===== src/design/sfk_pkg.sv =====
// ----------------------------------------------------------------------------
// sfk_pkg
// Types and fixed constants of the square-free kernel block.
// ----------------------------------------------------------------------------
`default_nettype none

package sfk_pkg;

    // The even prime is handled by shifting; odd trial divisors start here.
    localparam int unsigned PRIME_TWO   = 2;
    localparam int unsigned FIRST_ODD   = 3;
    localparam int unsigned ODD_STEP    = 2;

    typedef enum logic [2:0] {
        ST_IDLE,
        ST_TWO,
        ST_DIV_START,
        ST_DIV_WAIT,
        ST_MUL_START,
        ST_MUL_WAIT,
        ST_FINISH,
        ST_DONE
    } sfk_state_t;

    // Command from the sequencer to the arithmetic unit.
    typedef struct packed {
        logic start;
        logic mul;
    } sfk_cmd_t;

    // Status from the arithmetic unit back to the sequencer.
    typedef struct packed {
        logic busy;
        logic done;
    } sfk_stat_t;

endpackage

`default_nettype wire


===== src/design/square_free_kernel.sv =====
// ----------------------------------------------------------------------------
// square_free_kernel
// Square-free kernel of an unsigned integer by trial division.
// ----------------------------------------------------------------------------
// Usage: a value beat arrives on the s_axis group; the kernel (product of the
// primes that divide the value an odd number of times) leaves on the m_axis
// group, one result beat per input beat, in order. A zero value gives zero.
// The block works on one value at a time and holds s_axis_tready low until
// the value is finished. Factors of two are shifted out, one per cycle. Each
// odd trial divisor then costs one division in the shared bit-serial unit
// and one more each time it divides the value, and every odd prime kept in
// the kernel adds a serial multiplication. Latency therefore grows with the
// number of odd trial divisors tried, about sqrt(v) / 2 of them in the worst
// case. The result sits in an output register; a stalled receiver holds it
// there, and a new value is taken meanwhile but the next result waits until
// the register has been emptied.
// Reset clears the sequencer and the output valid; no clearing pass is needed.
// ----------------------------------------------------------------------------
`default_nettype none

module square_free_kernel #(
    parameter int VALUE_WIDTH = 31
) (
    input  wire logic                               clk,
    input  wire logic                               rst_n,
    input  wire logic                               s_axis_tvalid,
    output logic                                    s_axis_tready,
    input  wire logic [((VALUE_WIDTH+7)/8)*8-1:0]   s_axis_tdata,   // value
    output logic                                    m_axis_tvalid,
    input  wire logic                               m_axis_tready,
    output logic [((VALUE_WIDTH+7)/8)*8-1:0]        m_axis_tdata    // kernel
);

    localparam int W       = VALUE_WIDTH;
    localparam int TDATA_W = ((VALUE_WIDTH + 7) / 8) * 8;

    sfk_pkg::sfk_state_t state_reg, state_next;

    logic [W-1:0] rem_reg,    rem_next;
    logic [W-1:0] prod_reg,   prod_next;
    logic [W-1:0] cand_reg,   cand_next;
    logic         parity_reg, parity_next;
    logic         first_reg,  first_next;
    logic         last_reg,   last_next;
    logic         ovalid_reg, ovalid_next;
    logic [W-1:0] kernel_reg, kernel_next;

    sfk_pkg::sfk_cmd_t  cmd;
    sfk_pkg::sfk_stat_t stat;
    logic [W-1:0]       op_a;
    logic [W-1:0]       op_b;
    logic [W-1:0]       unit_res;
    logic [W-1:0]       unit_rem;

    logic         in_take;
    logic         out_free;
    logic [W-1:0] value;

    assign value    = s_axis_tdata[W-1:0];
    assign in_take  = s_axis_tvalid && s_axis_tready;
    assign out_free = !ovalid_reg || m_axis_tready;

    sfk_arith #(
        .VALUE_WIDTH (VALUE_WIDTH)
    ) u_arith (
        .clk       (clk),
        .rst_n     (rst_n),
        .cmd       (cmd),
        .op_a      (op_a),
        .op_b      (op_b),
        .stat      (stat),
        .result    (unit_res),
        .remainder (unit_rem)
    );

    // Next state.
    always_comb
    begin
        state_next = state_reg;
        case (state_reg)
            sfk_pkg::ST_IDLE:
            begin
                if (in_take)
                    state_next = (value == '0) ? sfk_pkg::ST_DONE : sfk_pkg::ST_TWO;
            end
            sfk_pkg::ST_TWO:
            begin
                if (rem_reg[0])
                    state_next = sfk_pkg::ST_DIV_START;
            end
            sfk_pkg::ST_DIV_START:
                state_next = sfk_pkg::ST_DIV_WAIT;
            sfk_pkg::ST_DIV_WAIT:
            begin
                if (stat.done)
                begin
                    if (first_reg && (cand_reg > unit_res))
                        state_next = sfk_pkg::ST_FINISH;
                    else if (unit_rem == '0)
                        state_next = sfk_pkg::ST_DIV_START;
                    else if (parity_reg)
                        state_next = sfk_pkg::ST_MUL_START;
                    else
                        state_next = sfk_pkg::ST_DIV_START;
                end
            end
            sfk_pkg::ST_MUL_START:
                state_next = sfk_pkg::ST_MUL_WAIT;
            sfk_pkg::ST_MUL_WAIT:
            begin
                if (stat.done)
                    state_next = last_reg ? sfk_pkg::ST_DONE : sfk_pkg::ST_DIV_START;
            end
            sfk_pkg::ST_FINISH:
            begin
                if (rem_reg > W'(1))
                    state_next = sfk_pkg::ST_MUL_START;
                else
                    state_next = sfk_pkg::ST_DONE;
            end
            sfk_pkg::ST_DONE:
            begin
                if (out_free)
                    state_next = sfk_pkg::ST_IDLE;
            end
            default:
                state_next = sfk_pkg::ST_IDLE;
        endcase
    end

    // Outputs of the sequencer.
    always_comb
    begin
        s_axis_tready = (state_reg == sfk_pkg::ST_IDLE);
        cmd.start     = (state_reg == sfk_pkg::ST_DIV_START) ||
                        (state_reg == sfk_pkg::ST_MUL_START);
        cmd.mul       = (state_reg == sfk_pkg::ST_MUL_START);
        if (state_reg == sfk_pkg::ST_MUL_START)
        begin
            op_a = prod_reg;
            op_b = last_reg ? rem_reg : cand_reg;
        end
        else
        begin
            op_a = rem_reg;
            op_b = cand_reg;
        end
    end

    // Datapath registers.
    always_comb
    begin
        rem_next    = rem_reg;
        prod_next   = prod_reg;
        cand_next   = cand_reg;
        parity_next = parity_reg;
        first_next  = first_reg;
        last_next   = last_reg;
        ovalid_next = ovalid_reg && !m_axis_tready;
        kernel_next = kernel_reg;
        case (state_reg)
            sfk_pkg::ST_IDLE:
            begin
                if (in_take)
                begin
                    rem_next    = value;
                    prod_next   = '0;
                    parity_next = 1'b0;
                    last_next   = 1'b0;
                end
            end
            sfk_pkg::ST_TWO:
            begin
                if (!rem_reg[0])
                begin
                    rem_next    = {1'b0, rem_reg[W-1:1]};
                    parity_next = !parity_reg;
                end
                else
                begin
                    prod_next   = parity_reg ? W'(sfk_pkg::PRIME_TWO) : W'(1);
                    cand_next   = W'(sfk_pkg::FIRST_ODD);
                    parity_next = 1'b0;
                    first_next  = 1'b1;
                end
            end
            sfk_pkg::ST_DIV_WAIT:
            begin
                // The loop bound is checked only on the first division by
                // each candidate, against the remaining value as it then was.
                if (stat.done && !(first_reg && (cand_reg > unit_res)))
                begin
                    if (unit_rem == '0)
                    begin
                        rem_next    = unit_res;
                        parity_next = !parity_reg;
                        first_next  = 1'b0;
                    end
                    else if (!parity_reg)
                    begin
                        cand_next  = cand_reg + W'(sfk_pkg::ODD_STEP);
                        first_next = 1'b1;
                    end
                end
            end
            sfk_pkg::ST_MUL_WAIT:
            begin
                if (stat.done)
                begin
                    prod_next   = unit_res;
                    cand_next   = cand_reg + W'(sfk_pkg::ODD_STEP);
                    parity_next = 1'b0;
                    first_next  = 1'b1;
                end
            end
            sfk_pkg::ST_FINISH:
            begin
                if (rem_reg > W'(1))
                    last_next = 1'b1;
            end
            sfk_pkg::ST_DONE:
            begin
                if (out_free)
                begin
                    ovalid_next = 1'b1;
                    kernel_next = prod_reg;
                end
            end
            default:
            begin
            end
        endcase
    end

    always_ff @(posedge clk or negedge rst_n)
    begin
        if (!rst_n)
        begin
            state_reg  <= sfk_pkg::ST_IDLE;
            ovalid_reg <= 1'b0;
        end
        else
        begin
            state_reg  <= state_next;
            ovalid_reg <= ovalid_next;
        end
    end

    always_ff @(posedge clk)
    begin
        rem_reg    <= rem_next;
        prod_reg   <= prod_next;
        cand_reg   <= cand_next;
        parity_reg <= parity_next;
        first_reg  <= first_next;
        last_reg   <= last_next;
        kernel_reg <= kernel_next;
    end

    assign m_axis_tvalid = ovalid_reg;
    assign m_axis_tdata  = TDATA_W'(kernel_reg);

endmodule

`default_nettype wire


===== src/design/sfk_arith.sv =====
// ----------------------------------------------------------------------------
// sfk_arith
// Shared bit-serial arithmetic unit: restoring division (one quotient bit per
// cycle) and shift-and-add multiplication (one multiplier bit per cycle), both
// built around a single adder.
// ----------------------------------------------------------------------------
`default_nettype none

module sfk_arith #(
    parameter int VALUE_WIDTH = 31
) (
    input  wire logic                   clk,
    input  wire logic                   rst_n,
    input  wire sfk_pkg::sfk_cmd_t      cmd,
    input  wire logic [VALUE_WIDTH-1:0] op_a,     // dividend or multiplicand
    input  wire logic [VALUE_WIDTH-1:0] op_b,     // divisor or multiplier
    output sfk_pkg::sfk_stat_t          stat,
    output logic [VALUE_WIDTH-1:0]      result,   // quotient or product
    output logic [VALUE_WIDTH-1:0]      remainder
);

    localparam int W     = VALUE_WIDTH;
    localparam int AW    = W + 2;
    localparam int CNT_W = $clog2(W);

    logic             busy_reg, busy_next;
    logic             done_reg, done_next;
    logic             mode_reg, mode_next;
    logic [CNT_W-1:0] cnt_reg,  cnt_next;
    logic [W-1:0]     hi_reg,   hi_next;
    logic [W-1:0]     lo_reg,   lo_next;
    logic [W-1:0]     b_reg,    b_next;

    logic [W:0]       add_a;
    logic [W:0]       add_b;
    logic             add_sub;
    logic [AW-1:0]    sum;
    logic             last_step;

    // The one adder; in subtract mode its top bit flags a borrow.
    always_comb
    begin
        if (mode_reg)
        begin
            add_a   = {1'b0, hi_reg};
            add_b   = {1'b0, b_reg};
            add_sub = 1'b0;
        end
        else
        begin
            add_a   = {hi_reg, lo_reg[W-1]};
            add_b   = {1'b0, b_reg};
            add_sub = 1'b1;
        end
        sum = {1'b0, add_a} + (add_sub ? ~{1'b0, add_b} : {1'b0, add_b}) + AW'(add_sub);
    end

    always_comb
    begin
        if (mode_reg)
            last_step = (lo_reg[W-1:1] == '0);
        else
            last_step = (cnt_reg == CNT_W'(W - 1));
    end

    always_comb
    begin
        busy_next = busy_reg;
        done_next = 1'b0;
        mode_next = mode_reg;
        cnt_next  = cnt_reg;
        hi_next   = hi_reg;
        lo_next   = lo_reg;
        b_next    = b_reg;
        if (cmd.start && !busy_reg)
        begin
            busy_next = 1'b1;
            mode_next = cmd.mul;
            cnt_next  = '0;
            hi_next   = '0;
            lo_next   = cmd.mul ? op_b : op_a;
            b_next    = cmd.mul ? op_a : op_b;
        end
        else if (busy_reg)
        begin
            cnt_next = cnt_reg + CNT_W'(1);
            if (mode_reg)
            begin
                if (lo_reg[0])
                    hi_next = sum[W-1:0];
                lo_next = {1'b0, lo_reg[W-1:1]};
                b_next  = {b_reg[W-2:0], 1'b0};
            end
            else
            begin
                // A clear borrow bit means the divisor fits: keep the difference.
                if (!sum[AW-1])
                begin
                    hi_next = sum[W-1:0];
                    lo_next = {lo_reg[W-2:0], 1'b1};
                end
                else
                begin
                    hi_next = add_a[W-1:0];
                    lo_next = {lo_reg[W-2:0], 1'b0};
                end
            end
            if (last_step)
            begin
                busy_next = 1'b0;
                done_next = 1'b1;
            end
        end
    end

    always_ff @(posedge clk or negedge rst_n)
    begin
        if (!rst_n)
        begin
            busy_reg <= 1'b0;
            done_reg <= 1'b0;
            mode_reg <= 1'b0;
            cnt_reg  <= '0;
        end
        else
        begin
            busy_reg <= busy_next;
            done_reg <= done_next;
            mode_reg <= mode_next;
            cnt_reg  <= cnt_next;
        end
    end

    always_ff @(posedge clk)
    begin
        hi_reg <= hi_next;
        lo_reg <= lo_next;
        b_reg  <= b_next;
    end

    assign stat.busy = busy_reg;
    assign stat.done = done_reg;
    assign result    = mode_reg ? hi_reg : lo_reg;
    assign remainder = hi_reg;

endmodule

`default_nettype wire


===== config.mk =====
export PLATFORM = sky130hd
export DESIGN_NAME = square_free_kernel
export DESIGN_NICKNAME = d
export VERILOG_FILES = /design/src/design/sfk_pkg.sv /design/src/design/square_free_kernel.sv /design/src/design/sfk_arith.sv
export SDC_FILE = /design/constraint.sdc
export NUM_CORES = 1
export LEC_CHECK = 0
export BUFFER_PORTS_ARGS = -buffer_cell sky130_fd_sc_hd__buf_2
export CAP_MARGIN = 20
export CORE_ASPECT_RATIO = 1.75
export CORE_MARGIN = 5
export CORE_UTILIZATION = 64
export CTS_BUF_LIST = sky130_fd_sc_hd__clkbuf_8
export DETAILED_ROUTE_END_ITERATION = 16
export GPL_ROUTABILITY_DRIVEN = 0
export MAX_ROUTING_LAYER = met4
export PLACE_DENSITY_LB_ADDON = 0.08
export SLEW_MARGIN = 25
export SYNTH_ARGS = -nofsm -noshare
export SYNTH_HDL_FRONTEND = slang
export SYNTH_SLANG_ARGS = --single-unit

===== constraint.sdc =====
create_clock -name clk -period 10.55 [get_ports clk]
set_input_delay 1.5825 -clock clk [delete_from_list [all_inputs] [get_ports clk]]
set_output_delay 1.5825 -clock clk [all_outputs]
set_load 0.1 [all_outputs]

# Word level (Yosys, flattened, before mapping)
# Index checks and enable logic that the tools add are counted.
# word_totals
out_inout_bits,34
reg_bits,232
wordCells,151
# op_classes
reduce_logical,34
bitwise_logic,1
eq_ne,21
n_addsub,4
order_cmp,2
mux,72
# op_table
cell,count
$mux W31,27
$pmux W31 S3,3
$logic_not A31 Y1,2
$add A32 B33 Y33,1
$add A33 B1 Y33,1
$mux W33,1
$not A31 Y33,1
$mux W32,1
$add A31 B2 Y31 const B,1
$gt A31 B1 Y1 const B,1
$gt A31 B31 Y1,1
$logic_not A30 Y1,1
$mux W3,10
$pmux W3 S8,1
$mux W1,22
$reduce_and A5 Y1,4
$ne A2 B2 Y1 const B,9
$eq A3 B3 Y1 const B,4
$mux W5,2
$reduce_bool A3 Y1,3
$reduce_and A4 Y1,2
$eq A3 B2 Y1 const B,2
$ne A2 B1 Y1 const B,3
$reduce_and A2 Y1,3
16 further kinds,28

# Longest topological paths before layout
# depth
word_depth,8
mapped_depth,19

# Modules after synthesis
# A second synthesis with hierarchy kept.
# hier_totals
cells_unflattened,1610
hier_area_um2,15419.8
# modules_own_cells
module,n_inst,seq_area_each_um2,area_per_inst_um2,cells_per_inst
sfk_arith,1,2682.6,7935.1,954
square_free_kernel,1,3883.7,7484.7,656

# Least setup slack after synthesis
# No wires, ideal clock.
# synth_path
path_kind,register to register
startpoint,register u_arith.mode_reg
endpoint,"register rem_reg[10], enable pin"
setup_slack_ps,2278
t_arrival_ps,7692
stages_incl_launch_ff,16
period_less_slack_ps,8272
setup_time_ps,580
path_cell_list,dfrtp_1 -> clkbuf_1 -> clkbuf_1 -> clkbuf_1 -> clkbuf_1 -> a21oi_1 -> ha_1 -> nor2b_1 -> o21a_1 -> o21a_1 -> o211ai_1 -> a31oi_1 -> o211ai_1 -> a21o_1 -> nand2_1 -> a2111oi_0
# synth_between
elab_chain_cells,7
# synth_rtl
item,line,rtl
"start, declared",sfk_arith.sv:28,"logic mode_reg, mode_next;"
"start signal, assigned",sfk_arith.sv:129,mode_reg <= mode_next;
$mux W31,sfk_arith.sv:143,assign result = mode_reg ? hi_reg : lo_reg;
$gt A31 B31 Y1,square_free_kernel.sv:191,if (stat.done && !(first_reg && (cand_reg > unit_res)))
$logic_and A1 B1 Y1,square_free_kernel.sv:191,
$logic_not A1 Y1,square_free_kernel.sv:191,
$logic_and A1 B1 Y1,square_free_kernel.sv:191,
$ne A2 B2 Y1 (no source line),--,
$reduce_and A5 Y1 (no source line),--,
"end signal, assigned",square_free_kernel.sv:251,rem_reg <= rem_next;
"end, declared",square_free_kernel.sv:39,"logic [W-1:0] rem_reg, rem_next;"
# Every way passes these cells.
# A chain may end at the register's enable or synchronous reset.

# Worst setup path after layout
# layout_path
startpoint,register u_arith.mode_reg
endpoint,register u_arith.hi_reg[13] (netlist: u_arith.remainder[13])
# layout_between
elab_chain_cells,5
elab_cells_between_ends,10
# layout_rtl
item,line,rtl
$mux W32 or $mux W33 (tied branches),"sfk_arith.sv:43, sfk_arith.sv:55",
$add A32 B33 Y33,sfk_arith.sv:55,"sum = {1'b0, add_a} + (add_sub ? ~{1'b0, add_b} : {1'b0, add_b}) + AW'(add_sub);"
$add A33 B1 Y33,sfk_arith.sv:55,
$mux W31 (on tied branches),"sfk_arith.sv:97, sfk_arith.sv:89",
$mux W31,sfk_arith.sv:87,if (mode_reg)
"end signal, assigned",sfk_arith.sv:136,hi_reg <= hi_next;
"end, declared",sfk_arith.sv:30,"logic [W-1:0] hi_reg, hi_next;"
# Several ways; a longest one is shown, not always the timed one. The select of a mux whose other input is x is not followed.

==> impl_metrics.tcl <==
set metrics [dict create \
    outcome "complete, no violations" \
    root_buffer "clkbuf_8" \
    die_y_um 206 \
    tightest_slew_ps 979 \
    wirelength_mm 39.0 \
    route.met2.wl_mm 19.1 \
    endpoint "u_arith.remainder[13]" \
    grt_pass1_wl_mm 60.6 \
    slowest_stage "buf_4" \
    cp-startpoint "u_arith.mode_reg" \
    path_max_fanout 49 \
    hold_viol_final 0 \
    cts_made_buffers 36 \
    area_growth_pct 8.40 \
    synth-edff-count 188 \
    min_period_ps 4890 \
    dieArea_um2 25000 \
    post-route-drc-count 0 \
    top_layer "met4" \
    hpwlAfterDp_mm 28.5 \
    coreArea_um2 21500 \
    ys_warn_count 0 \
    rows 71 \
    dieWidth_um 122 \
    cts_buffer_depth 3 \
    vias 11600 \
    worst_hold_path_type "register to register" \
    fin_nets 1563 \
    required_ps 10960 \
    setup_viol 0 \
    vias_per_cell 6.56 \
    diodes 0 \
    fin_tns_setup_ps 0 \
    path_buf_inv 2 \
    drt_iter0_markers 1361 \
    grt_usage_pct 32.4 \
    synth_area_um2 14000 \
    met1Wirelength_mm 14.7 \
    postCtsHoldBufs 0 \
    ys.flop_type "edfxtp_1" \
    io_buffer_count 67 \
    dr.pass1.iters 7 \
    drv_cap 0 \
    finalCritPeriodShare_pct 46.4 \
    syn_area_per_cell_um2 9.81 \
    slew_viol_final 0 \
    antenna_found_initial 0 \
    crit_chain "buf_4 -> mux2_2 -> ha_1 -> a21o_1 -> nand4_1 -> a31oi_1 -> o21ai_1 -> o32ai_2 -> o221a_4 -> or2b_1 -> buf_4 -> mux2i_1 -> a21oi_1" \
    grt_pass1_vias 11300 \
    cts.repair.resized 0 \
    ys_types 65 \
    clk_pin_slew_ps 60 \
    end_kind "register" \
    slowest_delay_ps 650 \
    r2r-end "u_arith.remainder[13]" \
    drive_gt1_share_pct 12.2 \
    dr_wl_met3_mm 2.84 \
    regToRegStartpoint "u_arith.mode_reg" \
    cp.arrival_ps 5300 \
    syn_inst 1427 \
    path_common_cell "buf_4" \
    synth.ff_latch_count 231 \
    rsz0062_at_grt "false" \
    cts_tree "yes" \
    ys_async_sr_fraction_pct 5.19 \
    clk-insertion-delay-late_ps 550 \
    post_cts_buffers 0 \
    routedWlPerCell_um 22.0 \
    max_freq_mhz 204 \
    synth_nets 1527 \
    cp_top_family "compound AO/OA/AOI/OAI gates" \
    path_depth 13 \
    start_util_pct 65.1 \
    ios 70 \
    grt_max_degree 83 \
    skew_ps 28.6 \
    regToRegSetupSlack_ps 5660 \
    antenna_left 0 \
    grt-ovfl-total 0 \
    critPathLaunchType "register" \
    reg2reg_depth 13 \
    path_class "register to register" \
    ys_seq_area_share_pct 46.9 \
    cts.sinks 231 \
    slew_headroom_pct 34.6 \
    htree_levels 2 \
]
[per-layer routing]
layer	vias up	GRT usage (%)
met5	-	-
met4	0	16.1
met3	143	3.96
met2	553	53.7
met1	5539	38.9
li1	5397	-
[stage by stage]
| stage | util, % | std cells | hold slack (ps) | setup WS [ps] | area, um^2 |
|---|---|---|---|---|---|
| detailed placement | 67.6 | 1716 | 438 | 5680 | 14500 |
| CTS | 70.4 | 1772 | 444 | 5700 | 15100 |
| global route | 70.6 | 1773 | 466 | 5420 | 15200 |
| finish | 70.6 | 1773 | 445 | 5660 | 15200 |
| global placement | 67.5 | 1716 | 441 | 5740 | 14500 |
| floorplan | - | 1427 | 426 | 2280 | 14000 |
[how the worst min path moves through the flow]
| stage | from | slack, ps | endpoint | depth (start not counted) |
|---|---|---|---|---|
| after floorplan | prod_reg[10] | 430 | kernel_reg[10] | 0 |
| after global placement | prod_reg[4] | 440 | kernel_reg[4] | 0 |
| after detailed placement | prod_reg[6] | 440 | kernel_reg[6] | 0 |
| after CTS | prod_reg[6] | 440 | kernel_reg[6] | 0 |
| after global routing | prod_reg[6] | 470 | kernel_reg[6] | 0 |
| final | prod_reg[6] | 440 | kernel_reg[6] | 0 |
[synth_stat cells, types with 7 or more instances]
library cell | n | area share (%)
mux2i_1 | 40 | 2.9
nor2_1 | 171 | 4.6
ha_1 | 63 | 5.6
nand2b_1 | 7 | 0.31
buf_1 | 15 | 0.40
a211oi_1 | 39 | 2.1
clkbuf_1 | 64 | 1.7
nor2b_1 | 40 | 1.8
mux2_2 | 29 | 2.3
o21ai_1 | 7 | 0.25
o21ai_0 | 66 | 2.4
a31oi_1 | 48 | 2.1
edfxtp_1 | 188 | 40
xnor2_1 | 58 | 3.6
a21o_1 | 23 | 1.2
dfrtp_1 | 12 | 2.1
xor2_1 | 26 | 1.6
nand2_1 | 135 | 3.6
a221o_1 | 29 | 2.1
a21oi_1 | 110 | 3.9
nor3_1 | 13 | 0.46
nand3_1 | 40 | 1.4
o21a_1 | 11 | 0.59
inv_1 | 18 | 0.48
dfxtp_1 | 31 | 4.4
and3_1 | 11 | 0.49
nand4_1 | 29 | 1.3
nor4_1 | 33 | 1.5
[final cells by class]
type                       count  area (um^2)
timing repair buffer          86          498
inverter                      18         67.6
sequential                   231         6570
tap                          292          365
multi-input combinational   1090         7060
clock buffer                  39          537
fill                        1746         6330
clock inverter                17         65.1
[placed cells by master, fill, tap and decap left out, types with 18 or more instances in the layout]
cell type / Yosys / routed
ha_1: 63 / 63
nand4_1: 29 / 29
xnor2_1: 58 / 58
buf_4: 2 / 18
a221o_1: 29 / 29
o21ai_0: 66 / 65
mux2i_1: 40 / 40
a21oi_1: 110 / 108
nor4_1: 33 / 32
inv_1: 18 / 26
xor2_1: 26 / 26
nor2b_1: 40 / 39
a31oi_1: 48 / 48
edfxtp_1: 188 / 188
nand2_1: 135 / 133
clkbuf_8: 0 / 39
a211oi_1: 39 / 39
buf_2: 5 / 67
nor2_1: 171 / 168
a21o_1: 23 / 23
nand3_1: 40 / 39
dfxtp_1: 31 / 31
mux2_2: 29 / 29
[kinds of logic (layout without fill, tap and decap cells)]
kind of cell	after synthesis	count (layout)	synth area share [%]
AOI/OAI and AO/OA	374	374	17.3
xor gates and xnor gates	84	84	5.26
adders and majority gates	64	64	5.78
buffers and inverters	106	160	3.08
DFF	231	231	46.9
muxes	69	69	5.20
other	1	1	0.0268
and+or+nand+nor	498	498	16.5
Power is left out: the tool's default activity adds up to more than one toggle a clock period on the data nets, which glitch-free logic cannot reach.
